<file path="src/circular_deque_with_cursor_macros.svh">
// assertion macros for the circular deque block
// used by circular_deque_with_cursor; expects clk and rst_n in scope
`ifndef CIRCULAR_DEQUE_WITH_CURSOR_MACROS_SVH
`define CIRCULAR_DEQUE_WITH_CURSOR_MACROS_SVH

// same-cycle implication, disabled in reset
`define CDQ_ASSERT_NOW(label, ante, cons, msg) \
    label: assert property (@(posedge clk) disable iff (!rst_n) (ante) |-> (cons)) \
        else $error(msg);

// next-cycle implication, disabled in reset
`define CDQ_ASSERT_NEXT(label, ante, cons, msg) \
    label: assert property (@(posedge clk) disable iff (!rst_n) (ante) |=> (cons)) \
        else $error(msg);

`endif

</file>
<file path="src/cdq_pkg.sv">
// shared types and constants for the circular deque block
// no dependencies
package cdq_pkg;

    localparam int MAX_SLOTS_DEF = 64;
    localparam int WORD_BITS_DEF = 32;

    localparam int KIND_W = 3;
    localparam int OFF_W  = 6;
    localparam int CAP_W  = 7;

    // capacity after reset
    localparam int CAP_RESET = 64;

    localparam logic [KIND_W-1:0] KIND_PUSH_HEAD   = 3'd0;
    localparam logic [KIND_W-1:0] KIND_PUSH_TAIL   = 3'd1;
    localparam logic [KIND_W-1:0] KIND_POP_HEAD    = 3'd2;
    localparam logic [KIND_W-1:0] KIND_POP_TAIL    = 3'd3;
    localparam logic [KIND_W-1:0] KIND_CUR_HEAD    = 3'd4;
    localparam logic [KIND_W-1:0] KIND_CUR_TAIL    = 3'd5;
    localparam logic [KIND_W-1:0] KIND_READ_CURSOR = 3'd6;
    localparam logic [KIND_W-1:0] KIND_FIND        = 3'd7;

    typedef enum logic [1:0] {
        ST_CLEAR,
        ST_IDLE,
        ST_EXEC,
        ST_FIND
    } state_t;

endpackage

</file>
<file path="src/cdq_ram.sv">
// generic single-clock ram, one write port and one registered read port
// no dependencies
module cdq_ram #(
    parameter int WIDTH = 32,
    parameter int DEPTH = 64
) (
    input  logic                             clk,
    input  logic                             we,
    input  logic [(DEPTH > 1 ? $clog2(DEPTH) : 1)-1:0] waddr,
    input  logic [WIDTH-1:0]                 wdata,
    input  logic [(DEPTH > 1 ? $clog2(DEPTH) : 1)-1:0] raddr,
    output logic [WIDTH-1:0]                 rdata
);

    logic [WIDTH-1:0] mem [DEPTH];

    always_ff @(posedge clk)
    begin
        if (we)
        begin
            mem[waddr] <= wdata;
        end
        rdata <= mem[raddr];
    end

endmodule

</file>
<file path="src/circular_deque_with_cursor.sv">
// circular deque of words with head, tail and cursor, top level
// depends on cdq_pkg, cdq_ram and circular_deque_with_cursor_macros.svh

// A transaction is taken when start is high and busy is low. Push, pop, cursor
// placement and cursor read each take one ram read, and pushes and pops also
// write one slot. busy stays high while the transaction executes, so no new
// one is taken before it ends, and the result strobe done rises in the cycle
// after the execute state. A find reads the ring one slot per cycle through
// the single ram read port and stops at the first match or after the last
// slot of the ring. After reset and after every capacity write the ring is
// cleared one slot per cycle, busy high throughout (capacity clipped to
// 1..MAX_SLOTS). done lasts exactly one cycle and the receiver cannot hold it
// off. There is no empty or full check: a push into a full ring overwrites, a
// pop of an empty slot returns zero.
`include "circular_deque_with_cursor_macros.svh"

module circular_deque_with_cursor #(
    parameter int MAX_SLOTS = cdq_pkg::MAX_SLOTS_DEF,
    parameter int WORD_BITS = cdq_pkg::WORD_BITS_DEF
) (
    input  logic                        clk,
    input  logic                        rst_n,
    input  logic                        cfg_wr_en,
    input  logic [cdq_pkg::CAP_W-1:0]   cfg_wr_data,
    input  logic                        start,
    output logic                        busy,
    input  logic [cdq_pkg::KIND_W-1:0]  kind,
    input  logic [WORD_BITS-1:0]        value,
    input  logic [cdq_pkg::OFF_W-1:0]   offset,
    output logic                        done,
    output logic [WORD_BITS-1:0]        word,
    output logic                        found,
    output logic                        bad_offset
);

    import cdq_pkg::*;

    localparam int IDX_W = (MAX_SLOTS > 1) ? $clog2(MAX_SLOTS) : 1;
    localparam int CNT_W = $clog2(MAX_SLOTS + 1);
    localparam int AW    = ((CNT_W > OFF_W) ? CNT_W : OFF_W) + 1;
    localparam int RST_SLOTS = (MAX_SLOTS < CAP_RESET) ? MAX_SLOTS : CAP_RESET;

    function automatic logic [CNT_W-1:0] ring_size_f(input logic [CAP_W-1:0] c);
        logic [CNT_W-1:0] r;
        if (c == '0)
        begin
            r = CNT_W'(1);
        end
        else if (32'(c) > MAX_SLOTS)
        begin
            r = CNT_W'(MAX_SLOTS);
        end
        else
        begin
            r = CNT_W'(c);
        end
        return r;
    endfunction

    state_t              state_reg, state_next;
    logic [CAP_W-1:0]    cap_reg, cap_next;
    logic [IDX_W-1:0]    head_reg, head_next;
    logic [IDX_W-1:0]    tail_reg, tail_next;
    logic [IDX_W-1:0]    cursor_reg, cursor_next;
    logic [IDX_W-1:0]    cnt_reg, cnt_next;
    logic                done_reg, done_next;

    logic [KIND_W-1:0]   kind_reg, kind_next;
    logic [WORD_BITS-1:0] value_reg, value_next;
    logic [OFF_W-1:0]    offset_reg, offset_next;
    logic [WORD_BITS-1:0] word_reg, word_next;
    logic                found_reg, found_next;
    logic                bad_reg, bad_next;

    logic [CNT_W-1:0]    n;
    logic [CNT_W-1:0]    n_cfg;
    logic [IDX_W-1:0]    last_idx;
    logic                accept;
    logic                hit;
    logic                off_ge_n;
    logic [AW-1:0]       cur_from_head;
    logic [AW-1:0]       cur_from_tail;
    logic [IDX_W-1:0]    head_dec;
    logic [IDX_W-1:0]    head_inc;
    logic [IDX_W-1:0]    tail_dec;
    logic [IDX_W-1:0]    tail_inc;

    logic                ram_we;
    logic [IDX_W-1:0]    ram_waddr;
    logic [WORD_BITS-1:0] ram_wdata;
    logic [IDX_W-1:0]    ram_raddr;
    logic [WORD_BITS-1:0] ram_rdata;

    cdq_ram #(
        .WIDTH (WORD_BITS),
        .DEPTH (MAX_SLOTS)
    ) u_slots (
        .clk   (clk),
        .we    (ram_we),
        .waddr (ram_waddr),
        .wdata (ram_wdata),
        .raddr (ram_raddr),
        .rdata (ram_rdata)
    );

    assign n        = ring_size_f(cap_reg);
    assign n_cfg    = ring_size_f(cfg_wr_data);
    assign last_idx = IDX_W'(n - CNT_W'(1));
    assign accept   = start && (state_reg == ST_IDLE);
    assign hit      = (ram_rdata == value_reg);

    assign head_dec = (head_reg == '0) ? last_idx : head_reg - IDX_W'(1);
    assign head_inc = (head_reg == last_idx) ? '0 : head_reg + IDX_W'(1);
    assign tail_dec = (tail_reg == '0) ? last_idx : tail_reg - IDX_W'(1);
    assign tail_inc = (tail_reg == last_idx) ? '0 : tail_reg + IDX_W'(1);

    // offsets below n keep both sums under 2n, so one subtract wraps them
    assign off_ge_n = (AW'(offset_reg) >= AW'(n));
    always_comb
    begin
        cur_from_head = AW'(head_reg) + AW'(offset_reg);
        if (cur_from_head >= AW'(n))
        begin
            cur_from_head = cur_from_head - AW'(n);
        end
        cur_from_tail = AW'(tail_reg) + AW'(n) - AW'(offset_reg);
        if (cur_from_tail >= AW'(n))
        begin
            cur_from_tail = cur_from_tail - AW'(n);
        end
    end

    // next state
    always_comb
    begin
        state_next = state_reg;
        unique case (state_reg)
            ST_CLEAR:
            begin
                if (cnt_reg == last_idx)
                begin
                    state_next = ST_IDLE;
                end
            end
            ST_IDLE:
            begin
                if (start)
                begin
                    state_next = (kind == KIND_FIND) ? ST_FIND : ST_EXEC;
                end
            end
            ST_EXEC:
            begin
                state_next = ST_IDLE;
            end
            ST_FIND:
            begin
                if (hit || (cnt_reg == last_idx))
                begin
                    state_next = ST_IDLE;
                end
            end
            default:
            begin
                state_next = ST_CLEAR;
            end
        endcase
        if (cfg_wr_en)
        begin
            state_next = ST_CLEAR;
        end
    end

    // datapath, ram controls and results
    always_comb
    begin
        cap_next    = cap_reg;
        head_next   = head_reg;
        tail_next   = tail_reg;
        cursor_next = cursor_reg;
        cnt_next    = cnt_reg;
        done_next   = 1'b0;
        kind_next   = kind_reg;
        value_next  = value_reg;
        offset_next = offset_reg;
        word_next   = word_reg;
        found_next  = found_reg;
        bad_next    = bad_reg;
        ram_we      = 1'b0;
        ram_waddr   = head_reg;
        ram_wdata   = '0;
        ram_raddr   = head_reg;

        unique case (state_reg)
            ST_CLEAR:
            begin
                ram_we    = 1'b1;
                ram_waddr = cnt_reg;
                cnt_next  = cnt_reg + IDX_W'(1);
            end
            ST_IDLE:
            begin
                if (start)
                begin
                    kind_next   = kind;
                    value_next  = value;
                    offset_next = offset;
                    cnt_next    = '0;
                    case (kind)
                        KIND_POP_TAIL:    ram_raddr = tail_reg;
                        KIND_READ_CURSOR: ram_raddr = cursor_reg;
                        KIND_FIND:        ram_raddr = '0;
                        default:          ram_raddr = head_reg;
                    endcase
                end
            end
            ST_EXEC:
            begin
                done_next  = 1'b1;
                found_next = 1'b0;
                bad_next   = 1'b0;
                word_next  = '0;
                case (kind_reg) inside
                    KIND_PUSH_HEAD:
                    begin
                        ram_we      = 1'b1;
                        ram_waddr   = head_dec;
                        ram_wdata   = value_reg;
                        head_next   = head_dec;
                        cursor_next = head_dec;
                    end
                    KIND_PUSH_TAIL:
                    begin
                        ram_we    = 1'b1;
                        ram_waddr = tail_inc;
                        ram_wdata = value_reg;
                        tail_next = tail_inc;
                    end
                    KIND_POP_HEAD:
                    begin
                        word_next   = ram_rdata;
                        ram_we      = 1'b1;
                        ram_waddr   = head_reg;
                        head_next   = head_inc;
                        cursor_next = head_inc;
                    end
                    KIND_POP_TAIL:
                    begin
                        word_next = ram_rdata;
                        ram_we    = 1'b1;
                        ram_waddr = tail_reg;
                        tail_next = tail_dec;
                    end
                    KIND_CUR_HEAD, KIND_CUR_TAIL:
                    begin
                        bad_next = off_ge_n;
                        if (!off_ge_n)
                        begin
                            cursor_next = (kind_reg == KIND_CUR_HEAD) ?
                                          IDX_W'(cur_from_head) : IDX_W'(cur_from_tail);
                        end
                    end
                    KIND_READ_CURSOR:
                    begin
                        word_next = ram_rdata;
                    end
                    default:
                    begin
                        word_next = '0;
                    end
                endcase
            end
            ST_FIND:
            begin
                ram_raddr = cnt_reg + IDX_W'(1);
                if (hit || (cnt_reg == last_idx))
                begin
                    done_next  = 1'b1;
                    found_next = hit;
                    bad_next   = 1'b0;
                    word_next  = '0;
                end
                else
                begin
                    cnt_next = cnt_reg + IDX_W'(1);
                end
            end
            default:
            begin
                cnt_next = '0;
            end
        endcase

        // capacity write rebuilds the ring and restarts the clear sweep
        if (cfg_wr_en)
        begin
            cap_next    = cfg_wr_data;
            head_next   = '0;
            tail_next   = IDX_W'(n_cfg - CNT_W'(1));
            cursor_next = '0;
            cnt_next    = '0;
            done_next   = 1'b0;
        end
    end

    always_ff @(posedge clk or negedge rst_n)
    begin
        if (!rst_n)
        begin
            state_reg  <= ST_CLEAR;
            cap_reg    <= CAP_W'(CAP_RESET);
            head_reg   <= '0;
            tail_reg   <= IDX_W'(RST_SLOTS - 1);
            cursor_reg <= '0;
            cnt_reg    <= '0;
            done_reg   <= 1'b0;
        end
        else
        begin
            state_reg  <= state_next;
            cap_reg    <= cap_next;
            head_reg   <= head_next;
            tail_reg   <= tail_next;
            cursor_reg <= cursor_next;
            cnt_reg    <= cnt_next;
            done_reg   <= done_next;
        end
    end

    always_ff @(posedge clk)
    begin
        kind_reg   <= kind_next;
        value_reg  <= value_next;
        offset_reg <= offset_next;
        word_reg   <= word_next;
        found_reg  <= found_next;
        bad_reg    <= bad_next;
    end

    assign busy       = (state_reg != ST_IDLE);
    assign done       = done_reg;
    assign word       = word_reg;
    assign found      = found_reg;
    assign bad_offset = bad_reg;

    `CDQ_ASSERT_NOW(a_done_after_work, done,
        $past(state_reg == ST_EXEC || state_reg == ST_FIND),
        "result strobe without a finished transaction")
    `CDQ_ASSERT_NOW(a_idx_in_ring, state_reg != ST_CLEAR,
        head_reg <= last_idx && tail_reg <= last_idx && cursor_reg <= last_idx,
        "ring index outside capacity")
    `CDQ_ASSERT_NOW(a_no_write_idle, ram_we, state_reg != ST_IDLE,
        "slot write while idle")
    `CDQ_ASSERT_NEXT(a_accept_busy, accept && !cfg_wr_en, busy,
        "not busy after a transaction was taken")

endmodule
</file>
<file path="config.mk">
export PLATFORM = sky130hd
export DESIGN_NAME = circular_deque_with_cursor
export DESIGN_NICKNAME = d
export VERILOG_FILES = /design/src/cdq_pkg.sv /design/src/cdq_ram.sv /design/src/circular_deque_with_cursor.sv
export VERILOG_INCLUDE_DIRS = /design/src /design/src/src
export SDC_FILE = /design/constraint.sdc
export NUM_CORES = 2
export LEC_CHECK = 0
export BUFFER_PORTS_ARGS = -buffer_cell sky130_fd_sc_hd__buf_2
export CORE_MARGIN = 4
export CORE_UTILIZATION = 50
export DETAILED_ROUTE_END_ITERATION = 8
export MAX_ROUTING_LAYER = met4
export PLACE_DENSITY = 0.65
export SYNTH_ARGS = -nofsm -noshare
export SYNTH_HDL_FRONTEND = slang
export SYNTH_SLANG_ARGS = --single-unit
</file>
<file path="constraint.sdc">
create_clock -name clk -period 7.8 [get_ports clk]
set_input_delay 0.39 -clock clk [delete_from_list [all_inputs] [get_ports clk]]
set_output_delay 0.39 -clock clk [all_outputs]
set_load 0.02 [all_outputs]
</file>
==> run_results.csv <==
group,metric,value,unit
setup_path,crit_family,"simple AND/OR/NAND/NOR gates",
setup_path,cp_cell_sequence,"clkinv_1 -> nand2_1 -> ha_1 -> or4b_1 -> o211ai_2 -> xnor2_1 -> o2111ai_2 -> a31oi_1 -> o31ai_4 -> nand3b_1 -> nor2_4 -> buf_4",
layout,regMostFlops,"u_slots.mem",
global_routing,grt_first_pass_wirelength,359,mm
outcome,status,"complete, no violations",
placed_design,routabilityCongestion,0.978,
min_path,hold_path_class,"input port to flip-flop",
global_routing,gr-total-overflow,0,
detailed_routing,post_drt_wl_per_cell,31.4,microns
clock_tree,clk_pin_slew,60,ps
global_routing,antenna_found_initial,16,
layout,nets,5625,
detailed_routing,drc_errors,0,
sta,finalSetupTns,0,ps
clock_tree,postCtsHoldBufs,52,
clock_tree,clock-sinks,2189,
synth,synth_top_family_by_area,"multiplexers",
power,power.leakage,36.4,nW
clock_tree,cts-resized-gates,0,
detailed_routing,drtPass1Iterations,6,
floorplanning,core_area,0.174,sq mm
detailed_routing,ant_nets,0,
clock_tree,cts_made_buffers,215,
synth,syn_nets,5419,
detailed_routing,drt-total-wl,252,mm
floorplanning,start_util,50.5,%
synth,synth_xor_area_share,0.782,%
setup_path,critical_path_required,8330,ps
synth,ys_async_sr_fraction,1.55,%
sta,worst_pin_slew,1270,ps
synth,ys_warn_count,0,
setup_path,critical_path.max_stage_delay,1070,ps
setup_path,cp-end-kind,"flip-flop",
setup_path,worst-path-buf-inv,2,
floorplanning,boundaryPins,88,
placed_design,dpl.hpwl,157,mm
clock_tree,cts_setup_buffers,0,
synth,muxShareOfSynthArea,9.62,%
synth,ys_types,96,
detailed_routing,viasPerCell,6.33,
floorplanning,dieArea,0.183,sq mm
floorplanning,placement_rows,153,
clock_tree,insertion_delay,850,ps
detailed_routing,drtIter0Drc,7806,
synth,syn_avg_cell_area,16.6,sq um
sta,relSlewSlack,15.4,%
sta,rsz0062_at_grt,"no",
setup_path,worstPathArrival,6790,ps
synth,ys_ff_latch,2189,
clock_tree,cts_tree,"done",
sta,period_share,80.2,%
setup_path,path_class,"flip-flop to flip-flop",
sta,timing_hold_violations_final,0,
detailed_routing,vias,50800,
clock_tree,clockBufferDepth,3,
setup_path,crit_fanout,22,
sta,fmax,160,MHz
floorplanning,die_y,428,microns
global_routing,track_usage,28.3,%
sta,slew_violations,0,
synth,synth_edf_count,2123,
sta,setup_viol,0,
flow_run,drv_cap,0,
layout,syn_to_final_growth,12.7,%
synth,synth-adder-area-share,0.858,%
synth,synth_compound_area_share,3.94,%
global_routing,grt_max_degree,161,
placed_design,portBuffers,87,
clock_tree,cts_max_level,4,
synth,syn_inst,5312,
synth,ys.flop_type,"edfxtp_1",
sta,whs,148,ps
clock_tree,clock-root-buffer,"clkbuf_16",
synth,syn_area,0.0880,sq mm
synth,yosysSeqAreaShare,74.1,%
floorplanning,die_w,428,microns
global_routing,grt_pass1_vias,48200,
sta,finalCriticalPeriod,6260,ps
setup_path,crit_slowest_cell,"nor2_4",
sta,fin_skew,29.2,ps
synth,synth-simple-area-share,8.73,%
power,p_per_area,288,mW/mm^2
setup_path,start_kind,"flip-flop",
layout,drive_gt1_share,16.9,%
layout,largest_reg_flops,2048,
layout,fillers,13200,
power,ir_drop,0.238,mV
==> path summary, 6_finish.rpt <==
path / from / to / slack, ps / depth (start not counted)
worst min register to register: cursor_reg[2]$_DFFE_PN0P_ / cursor_reg[2]$_DFFE_PN0P_ / 580 / 2
min in group asynchronous: rst_n / cnt_reg[5]$_DFFE_PN0P_ / 240 / 2
worst max-delay path: cap_reg[6]$_DFFE_PN1P_ / u_slots.mem[47][29]$_DFFE_PP_ / 1540 / 12
max in group asynchronous: rst_n / cap_reg[3]$_DFFE_PN0P_ / 6970 / 2
worst min-delay path: cfg_wr_en / tail_reg[0]$_DFFE_PN1P_ / 150 / 3
worst max register to register: cap_reg[6]$_DFFE_PN1P_ / u_slots.mem[47][29]$_DFFE_PP_ / 1540 / 12
==> report_power, final <==
part | internal (W) | total (W) | switching (W)
logic | 0.00168 | 0.00497 | 0.00329
registers | 0.0132 | 0.0135 | 0.000367
clock network | 0.00564 | 0.0100 | 0.00440
total | 0.0205 | 0.0286 | 0.00806
==> through the flow <==
stage                     total power (W)  instance area (sq um)  instances  worst slack (ps)  util, %
after floorplan                    0.0168                  88000       5312              1820        -
after detailed placement           0.0187                  91900       7574              1760     52.7
after global routing               0.0295                  99200       8027              1360     56.9
after CTS                          0.0286                  99200       8022              1710     56.9
final                              0.0286                  99200       8027              1540     56.9
after global placement             0.0186                  91900       7574              1830     52.7
==> routing by layer <==
layer / global-route usage, % / vias up / routed length (microns) / part of all wire, %
met5: - / - / 0 / 0
met2: 41.3 / 3109 / 114000 / 45
met1: 40.0 / 26100 / 99700 / 40
met3: 6.49 / 444 / 29100 / 12
met4: 8.92 / 0 / 8980 / 3.6
li1: - / 21200 / - / -
==> cell families after synthesis <==
| logic type | after synthesis |
|---|---|
| DFF | 2189 |
| AOI/OAI and AO/OA | 480 |
| muxes | 524 |
| xor gates and xnor gates | 77 |
| and+or+nand+nor | 1635 |
| adders and majority gates | 55 |
| buffers and inverters | 352 |
==> worst register-to-register path: cells and delay by family (launching register included) <==
| family | cells | cell delay, ps |
|---|---|---|
| fa+ha+maj | 1 | 350 |
| buf+inv | 2 | 810 |
| xor+xnor | 1 | 140 |
| compound gates | 4 | 1160 |
| flops | 1 | 750 |
| simple gates | 4 | 2740 |
==> cell usage after synthesis, types with 33 or more instances <==
master,number,share of area [%]
buf_4,33,0.28
a32oi_1,35,0.35
mux4_2,257,6.6
a21oi_1,100,0.57
and3_1,40,0.28
buf_2,121,0.69
o21ai_0,34,0.19
a31oi_1,34,0.24
and2_1,72,0.51
edfxtp_1,2123,72
xnor2_1,57,0.57
inv_1,46,0.20
nand3_1,450,2.6
nand2_1,718,3.1
a22oi_1,149,1.3
nor2_1,113,0.48
mux2i_1,258,2.9
clkbuf_1,117,0.50
nand4_1,89,0.63
ha_1,46,0.65
nor3_1,41,0.23
==> layout make-up <==
type / instances / area, sq um / share of cell area, %
well taps: 2325 / 2910 / 2.93
flip-flops and latches: 2189 / 65300 / 65.8
inverters: 47 / 176 / 0.178
clock inverters: 113 / 1000 / 1.01
diodes: 5 / 12.5 / 0.0126
multi-input cells: 2771 / 21800 / 21.9
repair buffers: 294 / 2320 / 2.34
clock buffers: 283 / 5780 / 5.82
==> cells in the final DEF (no fill, tap or decap), drive strengths merged, types with 32 or more instances in the layout <==
cell type	instances
nand4	89
nand3	451
clkinv	86
ha	46
a31oi	34
and3	41
a22oi	149
o21ai	35
dlygate4sd3	52
buf	242
clkbuf	283
mux4	257
nor3	53
dfxtp	32
a32oi	35
inv	57
mux2i	258
nand2	718
xnor2	57
edfxtp	2123
nor2	113
and2	74
a21oi	102
Power figures use the tool's default switching activity.
